`src/design/ttmp_pkg.sv`:
```
package ttmp_pkg;

   // fixed field widths
   localparam int PenW        = 8;
   localparam int TileCoordW  = 6;
   localparam int MaskByteW   = 8;
   localparam int MaskLineW   = 11;
   localparam int ByteOffsetW = 8;
   localparam int ClassW      = 2;
   localparam int GeomW       = 6;
   localparam int MaskW       = 32;

   // configuration port
   localparam int CsrIndexW = 3;
   localparam int CsrDataW  = 32;

   // tile map wraps at this many tiles per side
   localparam int MapTilesPerSide = 64;

   // eight pens to a byte
   localparam logic [2:0] LastBit = 3'd7;

   // mask mode: pens from here up are always opaque
   localparam int MaskPens = 32;

   typedef enum logic [CsrIndexW-1:0] {
      CSR_COMPARE_MODE      = 3'd0,
      CSR_TRANSPARENT_PEN   = 3'd1,
      CSR_TRANSPARENCY_MASK = 3'd2,
      CSR_TILE_WIDTH        = 3'd3,
      CSR_TILE_HEIGHT       = 3'd4
   } csr_index_type;

   typedef enum logic [ClassW-1:0] {
      CLASS_TRANSPARENT = 2'd0,
      CLASS_OPAQUE      = 2'd1,
      CLASS_MASKED      = 2'd2
   } tile_class_type;

endpackage

```
`src/design/ttmp_req_if.sv`:
```
interface ttmp_req_if import ttmp_pkg::*; ();
   logic                  valid;
   logic                  ready;
   logic [PenW-1:0]       pen;
   logic                  flip_x;
   logic                  flip_y;
   logic [TileCoordW-1:0] tile_col;
   logic [TileCoordW-1:0] tile_row;

   modport source (output valid, pen, flip_x, flip_y, tile_col, tile_row, input ready);
   modport sink   (input valid, pen, flip_x, flip_y, tile_col, tile_row, output ready);
endinterface

```
`src/design/ttmp_rsp_if.sv`:
```
interface ttmp_rsp_if import ttmp_pkg::*; ();
   logic                   valid;
   logic                   ready;
   logic [MaskByteW-1:0]   mask_byte;
   logic [MaskLineW-1:0]   mask_line;
   logic [ByteOffsetW-1:0] byte_offset;
   logic                   last;
   logic [ClassW-1:0]      tile_class;

   modport source (output valid, mask_byte, mask_line, byte_offset, last, tile_class,
                   input ready);
   modport sink   (input valid, mask_byte, mask_line, byte_offset, last, tile_class,
                   output ready);
endinterface

```
`src/design/tile_transparency_mask_packer_core.sv`:
```
// tile transparency mask packer: takes one pen per clock in row-major order and turns
// each into an opacity bit (pen mode: pen differs from the transparent pen; mask mode:
// the pen's bit in the transparency mask is clear, pens of 32 and up opaque). every
// eighth transaction on req completes a mask byte, which leaves on rsp together with
// its mask line and byte offset; horizontal flip reverses bit and byte order within
// a row, vertical flip mirrors the line, and the tile's final byte carries last and
// the tile class (transparent, opaque, masked). one pen is taken every clock while
// rsp keeps up; a pen passes through the input register and its byte through the
// result register on the way from req to rsp. the result register is the only thing
// that can hold the input back, and only on a pen that completes a byte while the
// previous byte is still unread. flip flags and tile coordinates come from the pen
// that completes the byte. writing tile width or tile height restarts the tile;
// configuration is to be written while idle, which the block itself does not enforce.
module tile_transparency_mask_packer_core
   import ttmp_pkg::*;
#(
   parameter int MAX_TILE_SIZE = 32
) (
   input  logic                 clock,
   input  logic                 reset,
   ttmp_req_if.sink             req,
   ttmp_rsp_if.source           rsp,
   input  logic                 csr_we,
   input  logic [CsrIndexW-1:0] csr_index,
   input  logic [CsrDataW-1:0]  csr_wdata
);

   // geometry limits derived from the largest tile
   localparam int BprMax = MAX_TILE_SIZE / 8;
   localparam int ByteW  = (BprMax > 1) ? $clog2(BprMax) : 1;
   localparam int BprW   = $clog2(BprMax + 1);
   localparam int LineW  = $clog2(MAX_TILE_SIZE);
   localparam int HgtW   = $clog2(MAX_TILE_SIZE + 1);
   localparam int LineCalcW = HgtW + TileCoordW;
   localparam int OffsCalcW = BprW + TileCoordW;

   function automatic logic [MaskByteW-1:0] reverse_byte(input logic [MaskByteW-1:0] v);
      logic [MaskByteW-1:0] r;
      for (int i = 0; i < MaskByteW; i++) begin
         r[i] = v[MaskByteW-1-i];
      end
      return r;
   endfunction

   // configuration registers
   logic                compare_mode_ff;
   logic [PenW-1:0]     transparent_pen_ff;
   logic [MaskW-1:0]    transparency_mask_ff;
   logic [BprW-1:0]     bpr_ff;       // clamped bytes per row
   logic [HgtW-1:0]     lines_ff;     // clamped lines per tile
   logic [BprW-1:0]     bpr_in;
   logic [HgtW-1:0]     lines_in;
   logic [GeomW-1:0]    csr_geom;
   logic [2:0]          csr_bytes;
   logic                geom_write;

   // input register
   logic                  s0_valid_ff;
   logic                  s0_valid_in;
   logic [PenW-1:0]       s0_pen_ff;
   logic                  s0_flip_x_ff;
   logic                  s0_flip_y_ff;
   logic [TileCoordW-1:0] s0_col_ff;
   logic [TileCoordW-1:0] s0_row_ff;

   // packing state
   logic [MaskByteW-1:0] shifter_ff, shifter_in;
   logic [2:0]           bit_cnt_ff, bit_cnt_in;
   logic [ByteW-1:0]     byte_cnt_ff, byte_cnt_in;
   logic [LineW-1:0]     line_cnt_ff, line_cnt_in;
   logic                 all_clear_ff, all_clear_in;
   logic                 all_set_ff, all_set_in;

   // result register
   logic                   rsp_valid_ff, rsp_valid_in;
   logic [MaskByteW-1:0]   mask_byte_ff, mask_byte_in;
   logic [MaskLineW-1:0]   mask_line_ff, mask_line_in;
   logic [ByteOffsetW-1:0] byte_offset_ff, byte_offset_in;
   logic                   last_ff, last_in;
   tile_class_type         tile_class_ff, tile_class_in;

   // handshake and step control
   logic produce;
   logic out_free;
   logic s0_fire;
   logic rsp_load;
   logic req_fire;

   // datapath
   logic                  opaque;
   logic [MaskByteW-1:0]  shifted;
   logic [MaskByteW-1:0]  data;
   logic                  clear_next;
   logic                  set_next;
   logic [TileCoordW-1:0] col_wrap;
   logic [TileCoordW-1:0] row_wrap;
   logic [HgtW-1:0]       line_sel;
   logic [BprW-1:0]       byte_sel;
   logic [LineCalcW-1:0]  line_calc;
   logic [OffsCalcW-1:0]  offs_calc;
   logic                  row_end;
   logic                  tile_end;

   // ---------------------------------------------------------------------------
   // handshake: the input register moves on unless it completes a byte while the
   // result register is full and not being read
   // ---------------------------------------------------------------------------
   assign produce  = s0_valid_ff && (bit_cnt_ff == LastBit);
   assign out_free = !rsp_valid_ff || rsp.ready;
   assign s0_fire  = s0_valid_ff && (!produce || out_free);
   assign rsp_load = s0_fire && produce;
   assign req.ready = !s0_valid_ff || s0_fire;
   assign req_fire  = req.valid && req.ready;

   assign s0_valid_in  = req_fire ? 1'b1 : (s0_fire ? 1'b0 : s0_valid_ff);
   assign rsp_valid_in = rsp_load ? 1'b1 : (rsp.ready ? 1'b0 : rsp_valid_ff);

   // ---------------------------------------------------------------------------
   // configuration: geometry is clamped once at write time
   // ---------------------------------------------------------------------------
   assign csr_geom   = csr_wdata[GeomW-1:0];
   assign csr_bytes  = csr_geom[GeomW-1:3];
   assign geom_write = csr_we &&
                       ((csr_index == CSR_TILE_WIDTH) || (csr_index == CSR_TILE_HEIGHT));

   always_comb begin
      // width below eight acts as eight, remainder dropped, capped at the largest tile
      if (csr_bytes == 3'd0) begin
         bpr_in = BprW'(1);
      end else if (32'(csr_bytes) > 32'(BprMax)) begin
         bpr_in = BprW'(BprMax);
      end else begin
         bpr_in = BprW'(csr_bytes);
      end
      // zero height acts as one
      if (csr_geom == '0) begin
         lines_in = HgtW'(1);
      end else if (32'(csr_geom) > 32'(MAX_TILE_SIZE)) begin
         lines_in = HgtW'(MAX_TILE_SIZE);
      end else begin
         lines_in = HgtW'(csr_geom);
      end
   end

   always_ff @(posedge clock) begin
      if (reset) begin
         compare_mode_ff      <= 1'b0;
         transparent_pen_ff   <= '0;
         transparency_mask_ff <= '0;
         bpr_ff               <= BprW'(1);
         lines_ff             <= HgtW'(8);
      end else if (csr_we) begin
         case (csr_index_type'(csr_index))
            CSR_COMPARE_MODE:      compare_mode_ff      <= csr_wdata[0];
            CSR_TRANSPARENT_PEN:   transparent_pen_ff   <= csr_wdata[PenW-1:0];
            CSR_TRANSPARENCY_MASK: transparency_mask_ff <= csr_wdata[MaskW-1:0];
            CSR_TILE_WIDTH:        bpr_ff               <= bpr_in;
            CSR_TILE_HEIGHT:       lines_ff             <= lines_in;
            default: ;
         endcase
      end
   end

   // ---------------------------------------------------------------------------
   // input register
   // ---------------------------------------------------------------------------
   always_ff @(posedge clock) begin
      if (reset) begin
         s0_valid_ff <= 1'b0;
      end else begin
         s0_valid_ff <= s0_valid_in;
      end
   end

   always_ff @(posedge clock) begin
      if (req_fire) begin
         s0_pen_ff    <= req.pen;
         s0_flip_x_ff <= req.flip_x;
         s0_flip_y_ff <= req.flip_y;
         s0_col_ff    <= req.tile_col;
         s0_row_ff    <= req.tile_row;
      end
   end

   // ---------------------------------------------------------------------------
   // opacity bit and byte assembly
   // ---------------------------------------------------------------------------
   always_comb begin
      if (compare_mode_ff) begin
         if (32'(s0_pen_ff) >= MaskPens) begin
            opaque = 1'b1;
         end else begin
            opaque = !transparency_mask_ff[s0_pen_ff[$clog2(MaskPens)-1:0]];
         end
      end else begin
         opaque = (s0_pen_ff != transparent_pen_ff);
      end
   end

   assign shifted = {shifter_ff[MaskByteW-2:0], opaque};
   assign data    = s0_flip_x_ff ? reverse_byte(shifted) : shifted;

   // class flags including the byte just completed
   assign clear_next = all_clear_ff && (data == '0);
   assign set_next   = all_set_ff && (data == '1);

   // map coordinates wrap at the map size
   assign col_wrap = TileCoordW'(32'(s0_col_ff) % MapTilesPerSide);
   assign row_wrap = TileCoordW'(32'(s0_row_ff) % MapTilesPerSide);

   // mirrored line and byte positions
   assign line_sel = s0_flip_y_ff ? (lines_ff - HgtW'(1) - HgtW'(line_cnt_ff))
                                  : HgtW'(line_cnt_ff);
   assign byte_sel = s0_flip_x_ff ? (bpr_ff - BprW'(1) - BprW'(byte_cnt_ff))
                                  : BprW'(byte_cnt_ff);

   assign line_calc = LineCalcW'(lines_ff) * LineCalcW'(row_wrap) + LineCalcW'(line_sel);
   assign offs_calc = OffsCalcW'(bpr_ff) * OffsCalcW'(col_wrap) + OffsCalcW'(byte_sel);

   assign row_end  = (32'(byte_cnt_ff) + 1) >= 32'(bpr_ff);
   assign tile_end = row_end && ((32'(line_cnt_ff) + 1) >= 32'(lines_ff));

   always_comb begin
      shifter_in     = shifter_ff;
      bit_cnt_in     = bit_cnt_ff;
      byte_cnt_in    = byte_cnt_ff;
      line_cnt_in    = line_cnt_ff;
      all_clear_in   = all_clear_ff;
      all_set_in     = all_set_ff;
      mask_byte_in   = data;
      mask_line_in   = MaskLineW'(line_calc);
      byte_offset_in = ByteOffsetW'(offs_calc);
      last_in        = tile_end;
      tile_class_in  = CLASS_TRANSPARENT;

      if (s0_fire) begin
         if (!produce) begin
            shifter_in = shifted;
            bit_cnt_in = bit_cnt_ff + 3'd1;
         end else begin
            shifter_in   = '0;
            bit_cnt_in   = '0;
            all_clear_in = clear_next;
            all_set_in   = set_next;
            if (!row_end) begin
               byte_cnt_in = byte_cnt_ff + ByteW'(1);
            end else begin
               byte_cnt_in = '0;
               if (!tile_end) begin
                  line_cnt_in = line_cnt_ff + LineW'(1);
               end else begin
                  // final byte: report the class and restart the tile
                  line_cnt_in  = '0;
                  all_clear_in = 1'b1;
                  all_set_in   = 1'b1;
                  if (clear_next) begin
                     tile_class_in = CLASS_TRANSPARENT;
                  end else if (set_next) begin
                     tile_class_in = CLASS_OPAQUE;
                  end else begin
                     tile_class_in = CLASS_MASKED;
                  end
               end
            end
         end
      end
   end

   // packing state; a geometry write restarts the tile
   always_ff @(posedge clock) begin
      if (reset || geom_write) begin
         shifter_ff   <= '0;
         bit_cnt_ff   <= '0;
         byte_cnt_ff  <= '0;
         line_cnt_ff  <= '0;
         all_clear_ff <= 1'b1;
         all_set_ff   <= 1'b1;
      end else begin
         shifter_ff   <= shifter_in;
         bit_cnt_ff   <= bit_cnt_in;
         byte_cnt_ff  <= byte_cnt_in;
         line_cnt_ff  <= line_cnt_in;
         all_clear_ff <= all_clear_in;
         all_set_ff   <= all_set_in;
      end
   end

   // ---------------------------------------------------------------------------
   // result register
   // ---------------------------------------------------------------------------
   always_ff @(posedge clock) begin
      if (reset) begin
         rsp_valid_ff <= 1'b0;
      end else begin
         rsp_valid_ff <= rsp_valid_in;
      end
   end

   always_ff @(posedge clock) begin
      if (rsp_load) begin
         mask_byte_ff   <= mask_byte_in;
         mask_line_ff   <= mask_line_in;
         byte_offset_ff <= byte_offset_in;
         last_ff        <= last_in;
         tile_class_ff  <= tile_class_in;
      end
   end

   assign rsp.valid       = rsp_valid_ff;
   assign rsp.mask_byte   = mask_byte_ff;
   assign rsp.mask_line   = mask_line_ff;
   assign rsp.byte_offset = byte_offset_ff;
   assign rsp.last        = last_ff;
   assign rsp.tile_class  = tile_class_ff;

   // ---------------------------------------------------------------------------
   // assertions
   // ---------------------------------------------------------------------------

   // a waiting byte is never overwritten
   a_no_overwrite: assert property (@(posedge clock) disable iff (reset)
      rsp_valid_ff && !rsp.ready |-> !rsp_load)
      else $error("result register overwritten while stalled");

   // byte and line counters stay inside the tile geometry
   a_counters_in_tile: assert property (@(posedge clock) disable iff (reset)
      (32'(byte_cnt_ff) < 32'(bpr_ff)) && (32'(line_cnt_ff) < 32'(lines_ff)))
      else $error("tile counters beyond geometry");

   // the final byte leaves the tile state restarted
   a_restart_after_last: assert property (@(posedge clock) disable iff (reset)
      rsp_load && tile_end |=> (byte_cnt_ff == '0) && (line_cnt_ff == '0) &&
                               all_clear_ff && all_set_ff && (bit_cnt_ff == '0))
      else $error("tile state not restarted after final byte");

   // tile class is only reported on the final byte
   a_class_only_last: assert property (@(posedge clock) disable iff (reset)
      rsp_valid_ff && !last_ff |-> (tile_class_ff == CLASS_TRANSPARENT))
      else $error("tile class set on a byte that is not last");

endmodule

```
`src/flat_wrapper.sv`:
```
// flat-port wrapper written by rule: the top's interface ports become plain ports
module tile_transparency_mask_packer_core_flat import ttmp_pkg::*;
#(
   parameter int MAX_TILE_SIZE = 32
)
  (clock, reset, csr_we, csr_index, csr_wdata, req_valid, req_pen, req_flip_x, req_flip_y, req_tile_col, req_tile_row, req_ready, rsp_valid, rsp_mask_byte, rsp_mask_line, rsp_byte_offset, rsp_last, rsp_tile_class, rsp_ready);
  ttmp_req_if req_i ();
  ttmp_rsp_if rsp_i ();
  input  logic clock;
  input  logic reset;
  input  logic csr_we;
  input  logic [CsrIndexW-1:0] csr_index;
  input  logic [CsrDataW-1:0] csr_wdata;
  input wire logic [$bits(req_i.valid)-1:0] req_valid;
  input wire logic [$bits(req_i.pen)-1:0] req_pen;
  input wire logic [$bits(req_i.flip_x)-1:0] req_flip_x;
  input wire logic [$bits(req_i.flip_y)-1:0] req_flip_y;
  input wire logic [$bits(req_i.tile_col)-1:0] req_tile_col;
  input wire logic [$bits(req_i.tile_row)-1:0] req_tile_row;
  output wire logic [$bits(req_i.ready)-1:0] req_ready;
  output wire logic [$bits(rsp_i.valid)-1:0] rsp_valid;
  output wire logic [$bits(rsp_i.mask_byte)-1:0] rsp_mask_byte;
  output wire logic [$bits(rsp_i.mask_line)-1:0] rsp_mask_line;
  output wire logic [$bits(rsp_i.byte_offset)-1:0] rsp_byte_offset;
  output wire logic [$bits(rsp_i.last)-1:0] rsp_last;
  output wire logic [$bits(rsp_i.tile_class)-1:0] rsp_tile_class;
  input wire logic [$bits(rsp_i.ready)-1:0] rsp_ready;
  assign req_i.valid = req_valid;
  assign req_i.pen = req_pen;
  assign req_i.flip_x = req_flip_x;
  assign req_i.flip_y = req_flip_y;
  assign req_i.tile_col = req_tile_col;
  assign req_i.tile_row = req_tile_row;
  assign req_ready = req_i.ready;
  assign rsp_valid = rsp_i.valid;
  assign rsp_mask_byte = rsp_i.mask_byte;
  assign rsp_mask_line = rsp_i.mask_line;
  assign rsp_byte_offset = rsp_i.byte_offset;
  assign rsp_last = rsp_i.last;
  assign rsp_tile_class = rsp_i.tile_class;
  assign rsp_i.ready = rsp_ready;
  tile_transparency_mask_packer_core #(.MAX_TILE_SIZE(MAX_TILE_SIZE)) u_core (.clock(clock), .reset(reset), .req(req_i), .rsp(rsp_i), .csr_we(csr_we), .csr_index(csr_index), .csr_wdata(csr_wdata));
endmodule
```
`config.mk`:
```
export PLATFORM = sky130hd
export DESIGN_NAME = tile_transparency_mask_packer_core_flat
export DESIGN_NICKNAME = d
export VERILOG_FILES = /design/src/design/ttmp_pkg.sv /design/src/design/ttmp_req_if.sv /design/src/design/ttmp_rsp_if.sv /design/src/design/tile_transparency_mask_packer_core.sv /design/src/flat_wrapper.sv
export SDC_FILE = /design/constraint.sdc
export NUM_CORES = 1
export LEC_CHECK = 0
export ABC_AREA = 1
export ABC_CLOCK_PERIOD_IN_PS = 10900
export BUFFER_PORTS_ARGS = -buffer_cell sky130_fd_sc_hd__buf_2
export CAP_MARGIN = 20
export CORE_MARGIN = 3
export CORE_UTILIZATION = 31
export CTS_CLUSTER_SIZE = 24
export DETAILED_ROUTE_END_ITERATION = 12
export GPL_TIMING_DRIVEN = 0
export PLACE_DENSITY_LB_ADDON = 0.08
export SKIP_CTS_REPAIR_TIMING = 1
export SLEW_MARGIN = 20
export SYNTH_ARGS = -nofsm -noshare
export SYNTH_HDL_FRONTEND = slang
export SYNTH_SLANG_ARGS = --single-unit
```
`constraint.sdc`:
```
create_clock -name clock -period 10.9 [get_ports clock]
set_input_delay 1.09 -clock clock [delete_from_list [all_inputs] [get_ports clock]]
set_output_delay 1.09 -clock clock [all_outputs]
set_load 0.1 [all_outputs]
```
# Word-level counts from Yosys, hierarchy flattened
# Cells that the tools add are included.
# W data, S select, Z words.
# op_classes
order_cmp,6
n_eq_ne,7
addsub,11
n_mul,2
n_reduce_logical,31
n_bitwise,4
mux,24
# ops
op,count
$ge A32 B3 Y1,1
$ge A32 B6 Y1,1
$mux W6,3
$mux W3,4
$reduce_and A2 Y1,6
$add A11 B6 Y11,1
$mul A6 B6 Y11,1
$mux W1,11
$add A8 B3 Y8,1
$eq A8 B8 Y1 const B,1
$ge A8 B6 Y1 const B,1
$logic_and A1 B1 Y1,8
$logic_not A8 Y1,1
$mul A3 B6 Y8,1
$mux W8,1
$ne A8 B8 Y1,1
$mux W7,1
$add A5 B1 Y6 const B,1
$eq A3 B2 Y1 const B,2
$eq A3 B3 Y1 const B,2
$gt A6 B6 Y1 const B,1
$logic_not A3 Y1,2
$logic_not A6 Y1,1
$lt A5 B6 Y1 const B,1
other kinds (19),31
# word_totals
input_bits,62
out_inout_bits,32
reg_bits,123
wordCells,108

# Longest topological paths before layout
# Gate-level depths: netlist of run 1.
# depth
ltp_word,10
ltp_mapped,21
mapped_depth_nobuf,21

# Worst setup path before layout of run 1
# Ideal clock, no wire load.
# synth_timing
path_type,register -> register
startpoint,register u_core.lines_ff[1]
endpoint,"register u_core.mask_line_ff[8], in the netlist u_core.rsp.mask_line[8] (data pin)"
required_time_ns,10.642
setup_ns,0.258
path_stages_with_launch,18
t_arrival_ns,3.841
setup_slack_ns,6.801
path_buffers,1
cell_sequence,dfxtp_1 clkbuf_1 nand2_1 fa_1 fa_1 fa_1 inv_1 fa_1 ha_1 nand2_1 inv_1 nand2_1 nand2_1 a21oi_1 nor2_1 o21ai_0 nand2_1 xor2_1
# synth_between
elab_chain_len,4
word_cells_on_any_way,5
cone_classes,add/sub (3); mul (1); mux (1)
# synth_lines
element,line,text
from (decl),tile_transparency_mask_packer_core.sv:50,logic [HgtW-1:0] lines_ff;
from (signal assigned),tile_transparency_mask_packer_core.sv:151,lines_ff <= HgtW'(8);
from (signal assigned),tile_transparency_mask_packer_core.sv:158,CSR_TILE_HEIGHT: lines_ff <= lines_in;
$sub A6 B1 Y6,tile_transparency_mask_packer_core.sv:212,assign line_sel = s0_flip_y_ff ? (lines_ff - HgtW'(1) - HgtW'(line_cnt_ff))
$sub A6 B5 Y6,tile_transparency_mask_packer_core.sv:212,
$mux W6,tile_transparency_mask_packer_core.sv:212,
$add A11 B6 Y11 (*),tile_transparency_mask_packer_core.sv:217,assign line_calc = LineCalcW'(lines_ff) * LineCalcW'(row_wrap) + LineCalcW'(line_sel);
named net u_core.line_calc[8],tile_transparency_mask_packer_core.sv:99,logic [LineCalcW-1:0] line_calc;
to (signal assigned),tile_transparency_mask_packer_core.sv:302,mask_line_ff <= mask_line_in;
to (decl),tile_transparency_mask_packer_core.sv:77,"logic [MaskLineW-1:0] mask_line_ff, mask_line_in;"
# The timed path passes the listed nets; every way through them passes the cells marked *.
# A chain may end at the register's enable or synchronous reset.

# Final worst setup path of run 1
# Same ends and word-level chain as after synthesis.

==> flow_metrics.py, run 1 <==
metrics = {
    "logic_synthesis": {
        "ys_types": 41,
        "synth_compound_area_frac": 0.09816,
        "yosys-top-cells-area": "edfxtp_1, dfxtp_1, ha_1",
        "synth_xor_area_frac": 0.03284,
        "yosysWarnings": 0,
        "ys_seq_elements": 123,
        "yosys.area.top_type": "edfxtp_1",
        "ys_seq_area_frac": 0.4142,
        "syn_inst": 847,
        "synthArstFlopShare": 0,
        "synth.mux.area_fraction": 0.001390,
        "synth_top_family_by_area": "simple AND/OR/NAND/NOR gates",
        "synth_enable_flop_cells": 52,
        "synthFlopType": "dfxtp_1",
        "synth_nets": 997,
        "synth_top_area_share": 0.2168,
        "synth_area_per_cell_sq_um": 8.503,
        "synthAdderAreaFrac": 0.1810,
        "synth-simple-area-share": 0.1857,
        "syn_area_sq_um": 7202,
    },
    "placed_design": {
        "place_congestion": 0.7634,
        "placed_area_sq_um": 8046,
        "pre_cts_slack_ns": 6.411,
        "placed_cells": 1225,
        "port_buffers": 92,
        "dp_hpwl_um": 12690,
    },
    "floorplanning": {
        "die_h_um": 158.4,
        "rows": 55,
        "ios": 94,
        "die_area_sq_um": 25100,
        "die_w_um": 158.4,
        "start_util": 0.3171,
        "placeableCoreArea_sq_um": 22710,
    },
    "worst_setup_path": {
        "slowest_delay_ns": 0.54,
        "cp_max_fo": 8,
        "setup.worst_path.class": "register to register",
        "arrival_ns": 4.60,
        "crit_required_ns": 11.08,
        "cp-start-kind": "register",
        "cpMaxStageDelayCell": "fa_1",
        "path_cells": "clkbuf_1, nand2_1, fa_1, fa_1, fa_1, inv_1, fa_1, ha_1, nand2_1, inv_1, nand2_1, nand2_1, a21oi_1, nor2_1, o21ai_0, nand2_1, xor2_1",
        "path_delay_family": "adder cells",
        "path_common_cell": "nand2_1",
        "critPathBufInv": 3,
        "critPathCaptureType": "register",
    },
    "timing": {
        "period_needed_ns": 4.424,
        "rsz0062_at_grt": "no",
        "tns_ns": 0,
        "setup_violations": 0,
        "skew_ns": 0.01101,
        "setup_slack_ns": 6.476,
        "worst_slew_pin_slew_ns": 1.014,
        "maxSlewViolCount": 0,
        "whs_ns": 0.4695,
        "timing_hold_violations_final": 0,
        "min_period_over_period": 0.4059,
        "fmax_mhz": 226.0,
        "slew_headroom": 0.3222,
    },
    "grt": {
        "antenna_found_initial": 2,
        "grt_pass1_wl_um": 27430,
        "grt_use_total": 0.1394,
        "grt_max_degree": 36,
        "grt_pass1_vias": 5389,
        "grt.overflow.total": 0,
    },
    "clock_tree": {
        "clock_sinks": 123,
        "htree_levels": 4,
        "cts_made_buffers": 17,
        "clock_latency_ns": 0.42,
        "clk_path_buf_depth": 2,
        "clkSlewWorstSetupHoldPaths_ns": 0.06,
        "root_buffer": "clkbuf_16",
        "cts_tree": "built",
    },
    "pwr": {
        "pwr_density_cell_nw_per_um2": 134.7,
        "seqPwrFrac": 0.434,
        "pwr-share-comb": 0.091,
        "p_total_mw": 1.161,
        "switching_share": 0.2570,
        "internal_power_mw": 0.8626,
        "peakVddDrop_v": 0.00009781,
        "switchingPower_mw": 0.2984,
        "pwr-share-clk": 0.474,
        "p_leak_nw": 4.052,
    },
    "cells_and_area": {
        "fin_area_sq_um": 8617,
        "area_growth_pct": 19.65,
        "layout-drive-gt1-share": 0.1543,
        "fin_cells": 1257,
        "fillers": 2382,
        "diodes": 0,
        "nets": 1109,
        "fin_util": 0.3794,
    },
    "drt": {
        "wl_per_cell_um": 13.46,
        "wirelength_um": 16920,
        "vias_per_cell": 4.418,
        "first_pass_iters": 5,
        "dr.first_iter.drc_count": 219,
        "dr_total_vias": 5554,
        "drc": 0,
        "ant_nets": 0,
    },
    "run": {
        "cap_violations": 0,
    },
    "min_path": {
        "min_path_type": "register to register",
    },
    "outcome": {
        "outcome": "completed",
    },
}
[layout by cell type (no fill, tap or decap), types with 2 or more instances in the layout]
| cell type | count |
|---|---|
| fa_1 | 27 |
| a211oi_1 | 6 |
| or2_2 | 3 |
| ha_1 | 61 |
| nor2_4 | 2 |
| nand2_1 | 173 |
| dfxtp_1 | 71 |
| clkbuf_1 | 11 |
| o21ai_1 | 2 |
| clkbuf_16 | 18 |
| buf_2 | 96 |
| buf_6 | 4 |
| nor3_1 | 5 |
| nand3_1 | 43 |
| inv_2 | 4 |
| inv_1 | 125 |
| clkinv_2 | 4 |
| inv_6 | 2 |
| nor2_1 | 80 |
| xor2_1 | 19 |
| clkinvlp_4 | 7 |
| xnor2_1 | 8 |
| o21ai_0 | 66 |
| edfxtp_1 | 52 |
| a21o_1 | 2 |
| nor4_1 | 4 |
| nand3_2 | 2 |
| nor2_2 | 2 |
| nand4_1 | 4 |
| a21oi_1 | 52 |
[area by class of cell]
cell class	instances	area [sq um]	area share
buffer	21	127.6	0.01481
clock buffer	18	450.4	0.05227
clock inverter	14	120.1	0.01394
inverter	131	496.7	0.05764
multi-input combinational	572	3602	0.4180
sequential	123	2983	0.3462
tap	285	356.6	0.04138
timing repair buffer	93	480.5	0.05576
[kinds of logic (layout without fill, tap and decap cells)]
| group | after synthesis | count (layout) |
|---|---|---|
| AO/OA/AOI/OAI | 134 | 134 |
| flip-flops | 123 | 123 |
| adder cells (fa/ha/maj) | 88 | 88 |
| AND/OR/NAND/NOR | 322 | 322 |
| XOR/XNOR | 27 | 27 |
| buffers and inverters | 152 | 277 |
| multiplexers | 1 | 1 |
[flip-flops by register name, indices dropped and copies added (netlist names), 2 cells and up]
register and flops:
u_core.transparency_mask_ff 32, u_core.rsp.mask_line 11, u_core.rsp.byte_offset 8, u_core.rsp.mask_byte 8, u_core.s0_pen_ff 8, u_core.transparent_pen_ff 8, u_core.shifter_ff 7, u_core.lines_ff 6
u_core.s0_col_ff 6, u_core.s0_row_ff 6, u_core.line_cnt_ff 5, u_core.bit_cnt_ff 3, u_core.bpr_ff 3, u_core.byte_cnt_ff 2, u_core.rsp.tile_class 2
[power by group through the flow]
stage	sequential [mW]	combinational (mW)	clock, mW
after CTS	0.504	0.109	0.566
after floorplan	0.510	0.0727	0
after detailed placement	0.514	0.107	0
after global placement	0.514	0.106	0
final	0.504	0.106	0.551
after global routing	0.506	0.126	0.588
[Yosys cell counts, types with 5 or more instances]
cell,number
nand3_1,43
dfxtp_1,71
ha_1,61
fa_1,27
o21ai_0,66
inv_1,125
xor2_1,19
a21oi_1,52
nor2_1,81
clkbuf_1,11
nor3_1,5
xnor2_1,8
a211oi_1,6
nand2_1,173
edfxtp_1,52
[path summary, 6_finish.rpt]
kind / from / endpoint / slack, ns / cells past startpoint
setup reg to reg: u_core.lines_ff[1]$_SDFFE_PP0P_ / u_core.rsp.mask_line[8]$_DFFE_PP_ / 6.48 / 17
hold reg to reg: u_core.transparent_pen_ff[6]$_SDFFE_PP0P_ / u_core.transparent_pen_ff[6]$_SDFFE_PP0P_ / 0.47 / 2
setup / recovery: u_core.lines_ff[1]$_SDFFE_PP0P_ / u_core.rsp.mask_line[8]$_DFFE_PP_ / 6.48 / 17
hold / removal: u_core.transparent_pen_ff[6]$_SDFFE_PP0P_ / u_core.transparent_pen_ff[6]$_SDFFE_PP0P_ / 0.47 / 2
[layer usage]
| metal | track usage | share of wire | up-vias |
|---|---|---|---|
| li1 | - | - | 2967 |
| met1 | 0.1927 | 0.51 | 2484 |
| met2 | 0.2177 | 0.45 | 77 |
| met3 | 0.03452 | 0.031 | 22 |
| met4 | 0.03933 | 0.013 | 4 |
| met5 | 0 | 0.0016 | - |
[tightest hold or removal path, stage by stage (launching register included)]
cell     delay [ns]
dfxtp_1        0.29
inv_1          0.07
a21oi_1        0.06
(Power assumes the default switching activity.)
==> run 2: changes to the inputs <==
Settings changed: ABC_CLOCK_PERIOD_IN_PS 10900 to 4200.
Clock period 10.9 ns to 4.2 ns, I/O delays scaled along.
==> flow_metrics.py, run 2 (synthesis results as in run 1) <==
metrics = {
    "min_path": {
        "min_path_type": "primary input to register",
    },
    "clock_tree": {
        "cts_tree": "built",
        "clock_latency_ns": 0.42,
        "clk_path_buf_depth": 2,
        "htree_levels": 4,
        "clkSlewWorstSetupHoldPaths_ns": 0.06,
        "cts_made_buffers": 17,
        "clock_sinks": 123,
        "root_buffer": "clkbuf_16",
    },
    "placed_design": {
        "dp_hpwl_um": 12690,
        "pre_cts_slack_ns": -0.2891,
        "placed_cells": 1225,
        "port_buffers": 92,
        "place_congestion": 0.7634,
    },
    "cells_and_area": {
        "multi_input_area_sq_um": 3637,
        "largest_reg_flops": 32,
        "final_common_cell": "nand2_1",
        "nets": 1113,
        "layout-drive-gt1-share": 0.1721,
        "final_cell_mix": "nand2_1, inv_1, buf_2",
        "top_register": "u_core.transparency_mask_ff",
        "ff_latch_area_sq_um": 2990,
        "diodes": 0,
        "area_growth_pct": 20.87,
        "fin_cells": 1261,
        "fillers": 2374,
    },
    "timing": {
        "whs_ns": 0.1727,
        "setup_slack_ns": 0.2213,
        "setup_violations": 0,
        "period_needed_ns": 3.979,
        "min_period_over_period": 0.9473,
        "fmax_mhz": 251.3,
        "skew_ns": 0.009937,
        "worst_slew_pin_slew_ns": 1.016,
        "timing_hold_violations_final": 0,
        "slew_headroom": 0.3210,
        "maxSlewViolCount": 0,
    },
    "floorplanning": {
        "ios": 94,
        "die_area_sq_um": 25100,
        "die_w_um": 158.4,
        "rows": 55,
        "start_util": 0.3171,
        "die_h_um": 158.4,
        "placeableCoreArea_sq_um": 22710,
    },
    "pwr": {
        "pwr_density_cell_nw_per_um2": 347.6,
        "peakVddDrop_v": 0.0002542,
        "p_leak_nw": 4.084,
    },
    "grt": {
        "grt_pass1_wl_um": 27430,
        "grt_max_degree": 36,
        "grt_use_total": 0.1394,
        "grt.overflow.total": 0,
        "grt_pass1_vias": 5389,
        "antenna_found_initial": 2,
    },
    "run": {
        "cap_violations": 0,
    },
    "drt": {
        "wirelength_um": 17010,
        "dr_total_vias": 5591,
        "vias_per_cell": 4.434,
        "wl_per_cell_um": 13.49,
        "ant_nets": 0,
        "drc": 0,
        "first_pass_iters": 4,
        "dr.first_iter.drc_count": 233,
    },
    "worst_setup_path": {
        "path_delay_family": "adder cells",
        "setup.worst_path.class": "register to register",
        "critPathCaptureType": "register",
        "path_cells": "nand2_1, fa_1, inv_1, ha_1, inv_1, fa_1, fa_1, inv_1, ha_4, a21oi_1, o21ai_1, nand2_1, nand2_1, a21oi_2, o21ai_0, nand2_1, nand2_1, nand2_1, nand2_1",
        "slowest_delay_ns": 0.55,
        "path_common_cell": "nand2_1",
        "crit_required_ns": 4.38,
        "cpMaxStageDelayCell": "fa_1",
        "critPathBufInv": 3,
        "cp_max_fo": 6,
        "cp-start-kind": "register",
        "arrival_ns": 4.16,
    },
    "outcome": {
        "outcome": "completed",
    },
}
[run 2: cell count changes in the layout (fill, tap and decap cells not counted), sizes merged]
cell,delta
clkbuf,-3
buf,+7
[run 2: final timing paths]
path / start / slack [ns] / depth (start not counted) / end
setup / recovery: u_core.s0_row_ff[2]$_DFFE_PP_ / 0.22 / 19 / u_core.rsp.mask_line[9]$_DFFE_PP_
hold / removal: req_flip_y / 0.17 / 1 / u_core.s0_flip_y_ff$_DFFE_PP_
setup reg to reg: u_core.s0_row_ff[2]$_DFFE_PP_ / 0.22 / 19 / u_core.rsp.mask_line[9]$_DFFE_PP_
hold reg to reg: u_core.transparent_pen_ff[6]$_SDFFE_PP0P_ / 0.47 / 2 / u_core.transparent_pen_ff[6]$_SDFFE_PP0P_
[run 2: per-stage QoR]
| stage | utilization | cell area (sq um) | total power, mW | setup TNS (ns) |
|---|---|---|---|---|
| final | 0.3833 | 8705 | 3.026 | 0 |
| after global routing | 0.3833 | 8705 | 3.180 | -0.01887 |
| after CTS | 0.3794 | 8617 | 3.060 | -0.5304 |
| after detailed placement | 0.3543 | 8046 | 1.613 | -0.5232 |
| after global placement | 0.3531 | 8019 | 1.611 | -0.4512 |
| after floorplan | - | 7202 | 1.513 | 0 |
[run 2: cell type report]
class,instances,area share
clock inverter,14,0.01380
timing repair buffer,98,0.05951
tap,285,0.04097
sequential,123,0.3435
clock buffer,18,0.05175
inverter,131,0.05706
buffer,20,0.01552
multi-input combinational,572,0.4179
[run 2: report_power, final]
part | internal, mW | total (mW) | switching, mW
clock | 0.845 | 1.43 | 0.582
sequential | 1.28 | 1.31 | 0.0272
combinational | 0.121 | 0.289 | 0.168
[run 2: metal layers]
metal	share of wire	wire length, um	vias up	track usage
met5	0.0016	27	-	0
met4	0.013	219	4	0.03933
met3	0.034	572	21	0.03452
met2	0.45	7622	74	0.2177
met1	0.50	8571	2514	0.1927
li1	-	-	2978	-
[run 2: worst reg2reg max path: stages, from the launching register on]
cell and delay [ns]:
edfxtp_1 0.48, nand2_1 0.12, fa_1 0.54, inv_1 0.04, ha_1 0.26, inv_1 0.05
fa_1 0.51, fa_1 0.55, inv_1 0.06, ha_4 0.25, a21oi_1 0.15, o21ai_1 0.11
nand2_1 0.07, nand2_1 0.06, a21oi_2 0.17, o21ai_0 0.09, nand2_1 0.08, nand2_1 0.05
nand2_1 0.05, nand2_1 0.04
==> run 3: changes to the inputs <==
Settings changed: PLACE_DENSITY_LB_ADDON 0.08 to not set.
==> flow_metrics.py, run 3 (synthesis results as in run 1) <==
metrics = {
    "worst_setup_path": {
        "crit_start": "u_core.s0_row_ff[0]$_DFFE_PP_",
        "critPathBufInv": 1,
        "rr_startpoint": "u_core.s0_row_ff[0]$_DFFE_PP_",
        "r2r_cells": 14,
        "cp.depth": 14,
        "endpoint": "u_core.rsp.mask_line[8]$_DFFE_PP_",
        "crit_required_ns": 4.38,
        "cp-start-kind": "register",
        "path_common_cell": "fa_1",
        "slowest_delay_ns": 0.54,
        "path_delay_family": "adder cells",
        "setup.worst_path.class": "register to register",
        "cp_max_fo": 4,
        "path_cells": "nand2_1, fa_1, fa_1, fa_1, inv_1, fa_1, ha_4, a21oi_1, nand2_1, a21oi_2, nor2_1, o21ai_1, nand2_1, xor2_1",
        "critPathCaptureType": "register",
        "r2r_slack_ns": 0.23,
        "cpMaxStageDelayCell": "fa_1",
        "r2r-end": "u_core.rsp.mask_line[8]$_DFFE_PP_",
        "arrival_ns": 4.15,
    },
    "floorplanning": {
        "die_w_um": 158.4,
        "die_h_um": 158.4,
        "ios": 94,
        "placeableCoreArea_sq_um": 22710,
        "start_util": 0.3171,
        "rows": 55,
        "die_area_sq_um": 25100,
    },
    "cells_and_area": {
        "area_growth_pct": 22.05,
        "fillers": 2310,
        "fin_util": 0.3871,
        "ff_latch_area_sq_um": 2994,
        "final_cell_mix": "nand2_1, inv_1, buf_2",
        "final_common_cell": "nand2_1",
        "layout-drive-gt1-share": 0.1708,
        "multi_input_area_sq_um": 3635,
        "largest_reg_flops": 32,
        "top_register": "u_core.transparency_mask_ff",
        "nets": 1115,
    },
    "timing": {
        "slew_headroom": 0.3198,
        "min_period_over_period": 0.9457,
        "period_needed_ns": 3.972,
        "worst_slew_pin_slew_ns": 1.018,
        "setup_violations": 0,
        "fmax_mhz": 251.8,
        "maxSlewViolCount": 0,
        "timing_hold_violations_final": 0,
        "skew_ns": 0.01190,
    },
    "grt": {
        "grt.overflow.total": 0,
        "grt_pass1_vias": 5754,
        "grt_use_total": 0.1370,
        "grt_pass1_wl_um": 27390,
        "antenna_found_initial": 2,
        "grt_max_degree": 36,
    },
    "placed_design": {
        "port_buffers": 92,
        "place_congestion": 0.7895,
        "dp_hpwl_um": 12430,
    },
    "drt": {
        "ant_nets": 0,
        "wl_per_cell_um": 13.05,
        "vias_per_cell": 4.591,
        "dr_total_vias": 5808,
        "drc": 0,
        "wirelength_um": 16500,
        "dr.first_iter.drc_count": 283,
        "first_pass_iters": 5,
    },
    "clock_tree": {
        "cts_tree": "built",
        "htree_levels": 4,
        "cts_made_buffers": 17,
        "root_buffer": "clkbuf_16",
        "clock_latency_ns": 0.42,
        "clock_sinks": 123,
        "clk_path_buf_depth": 2,
        "clkSlewWorstSetupHoldPaths_ns": 0.06,
    },
    "pwr": {
        "peakVddDrop_v": 0.0002702,
        "pwr_density_cell_nw_per_um2": 356.6,
        "p_leak_nw": 4.138,
        "p_total_mw": 3.134,
    },
    "run": {
        "cap_violations": 0,
    },
    "outcome": {
        "outcome": "completed",
    },
    "min_path": {
        "min_path_type": "primary input to register",
    },
}
==> run 3: report_power, final <==
part | internal (mW) | leakage [nW] | switching [mW]
combinational | 0.122 | 2.77 | 0.168
clock | 0.966 | 0.301 | 0.571
sequential | 1.28 | 1.07 | 0.0258
total | 2.37 | 4.14 | 0.765
==> run 3: routing by layer <==
layer | global-route usage | up-vias | wire (um) | share of wire
li1 | - | 2989 | - | -
met1 | 0.1729 | 2670 | 7532 | 0.46
met2 | 0.2313 | 122 | 7879 | 0.48
met3 | 0.03262 | 25 | 769 | 0.047
met4 | 0.04547 | 2 | 301 | 0.018
met5 | 0 | - | 20 | 0.0012
==> run 3: how the worst min path moves through the flow <==
stage                                                    from                                        end  slack (ns)  cells after the start
floorplan                    u_core.all_clear_ff$_SDFFE_PP1P_           u_core.all_clear_ff$_SDFFE_PP1P_        0.43                      2
global placement    u_core.transparent_pen_ff[1]$_SDFFE_PP0P_  u_core.transparent_pen_ff[1]$_SDFFE_PP0P_        0.46                      2
detailed placement  u_core.transparent_pen_ff[1]$_SDFFE_PP0P_  u_core.transparent_pen_ff[1]$_SDFFE_PP0P_        0.47                      2
CTS                                                req_pen[0]              u_core.s0_pen_ff[0]$_DFFE_PP_        0.15                      1
global route                                  req_tile_row[0]              u_core.s0_row_ff[0]$_DFFE_PP_        0.16                      1
finish                                        req_tile_row[0]              u_core.s0_row_ff[0]$_DFFE_PP_        0.17                      1
==> run 3: worst reg2reg max path: stages (launching register included) <==
cell	delay (ns)
edfxtp_1	0.44
nand2_1	0.11
fa_1	0.51
fa_1	0.52
fa_1	0.54
inv_1	0.05
fa_1	0.54
ha_4	0.22
a21oi_1	0.15
nand2_1	0.10
a21oi_2	0.15
nor2_1	0.06
o21ai_1	0.12
nand2_1	0.08
xor2_1	0.14
==> run 3: area by class of cell <==
| class | instances | share of cell area |
|---|---|---|
| Clock inverter | 11 | 0.01480 |
| Multi-Input combinational cell | 572 | 0.4135 |
| Tap cell | 285 | 0.04057 |
| Timing Repair Buffer | 100 | 0.06149 |
| Inverter | 131 | 0.05651 |
| Sequential cell | 123 | 0.3406 |
| Buffer | 20 | 0.01580 |
| Clock buffer | 21 | 0.05609 |
| Antenna cell | 2 | 0.0005694 |
==> run 3: per-stage QoR <==
| step | setup TNS [ns] | setup WS, ns | hold WS [ns] | cell area, sq um | cells |
|---|---|---|---|---|---|
| 3_5_place_dp | -0.4333 | -0.2758 | 0.4651 | 8054 | 1225 |
| 2_1_floorplan | 0 | 0.1013 | 0.4346 | 7202 | 847 |
| 3_3_place_gp | -0.3339 | -0.2117 | 0.4557 | 8019 | 1224 |
| 4_1_cts | -0.4695 | -0.2840 | 0.1541 | 8677 | 1257 |
| 6_report | 0 | 0.2281 | 0.1733 | 8790 | 1265 |
| 5_1_grt | -0.002952 | -0.002952 | 0.1558 | 8787 | 1264 |
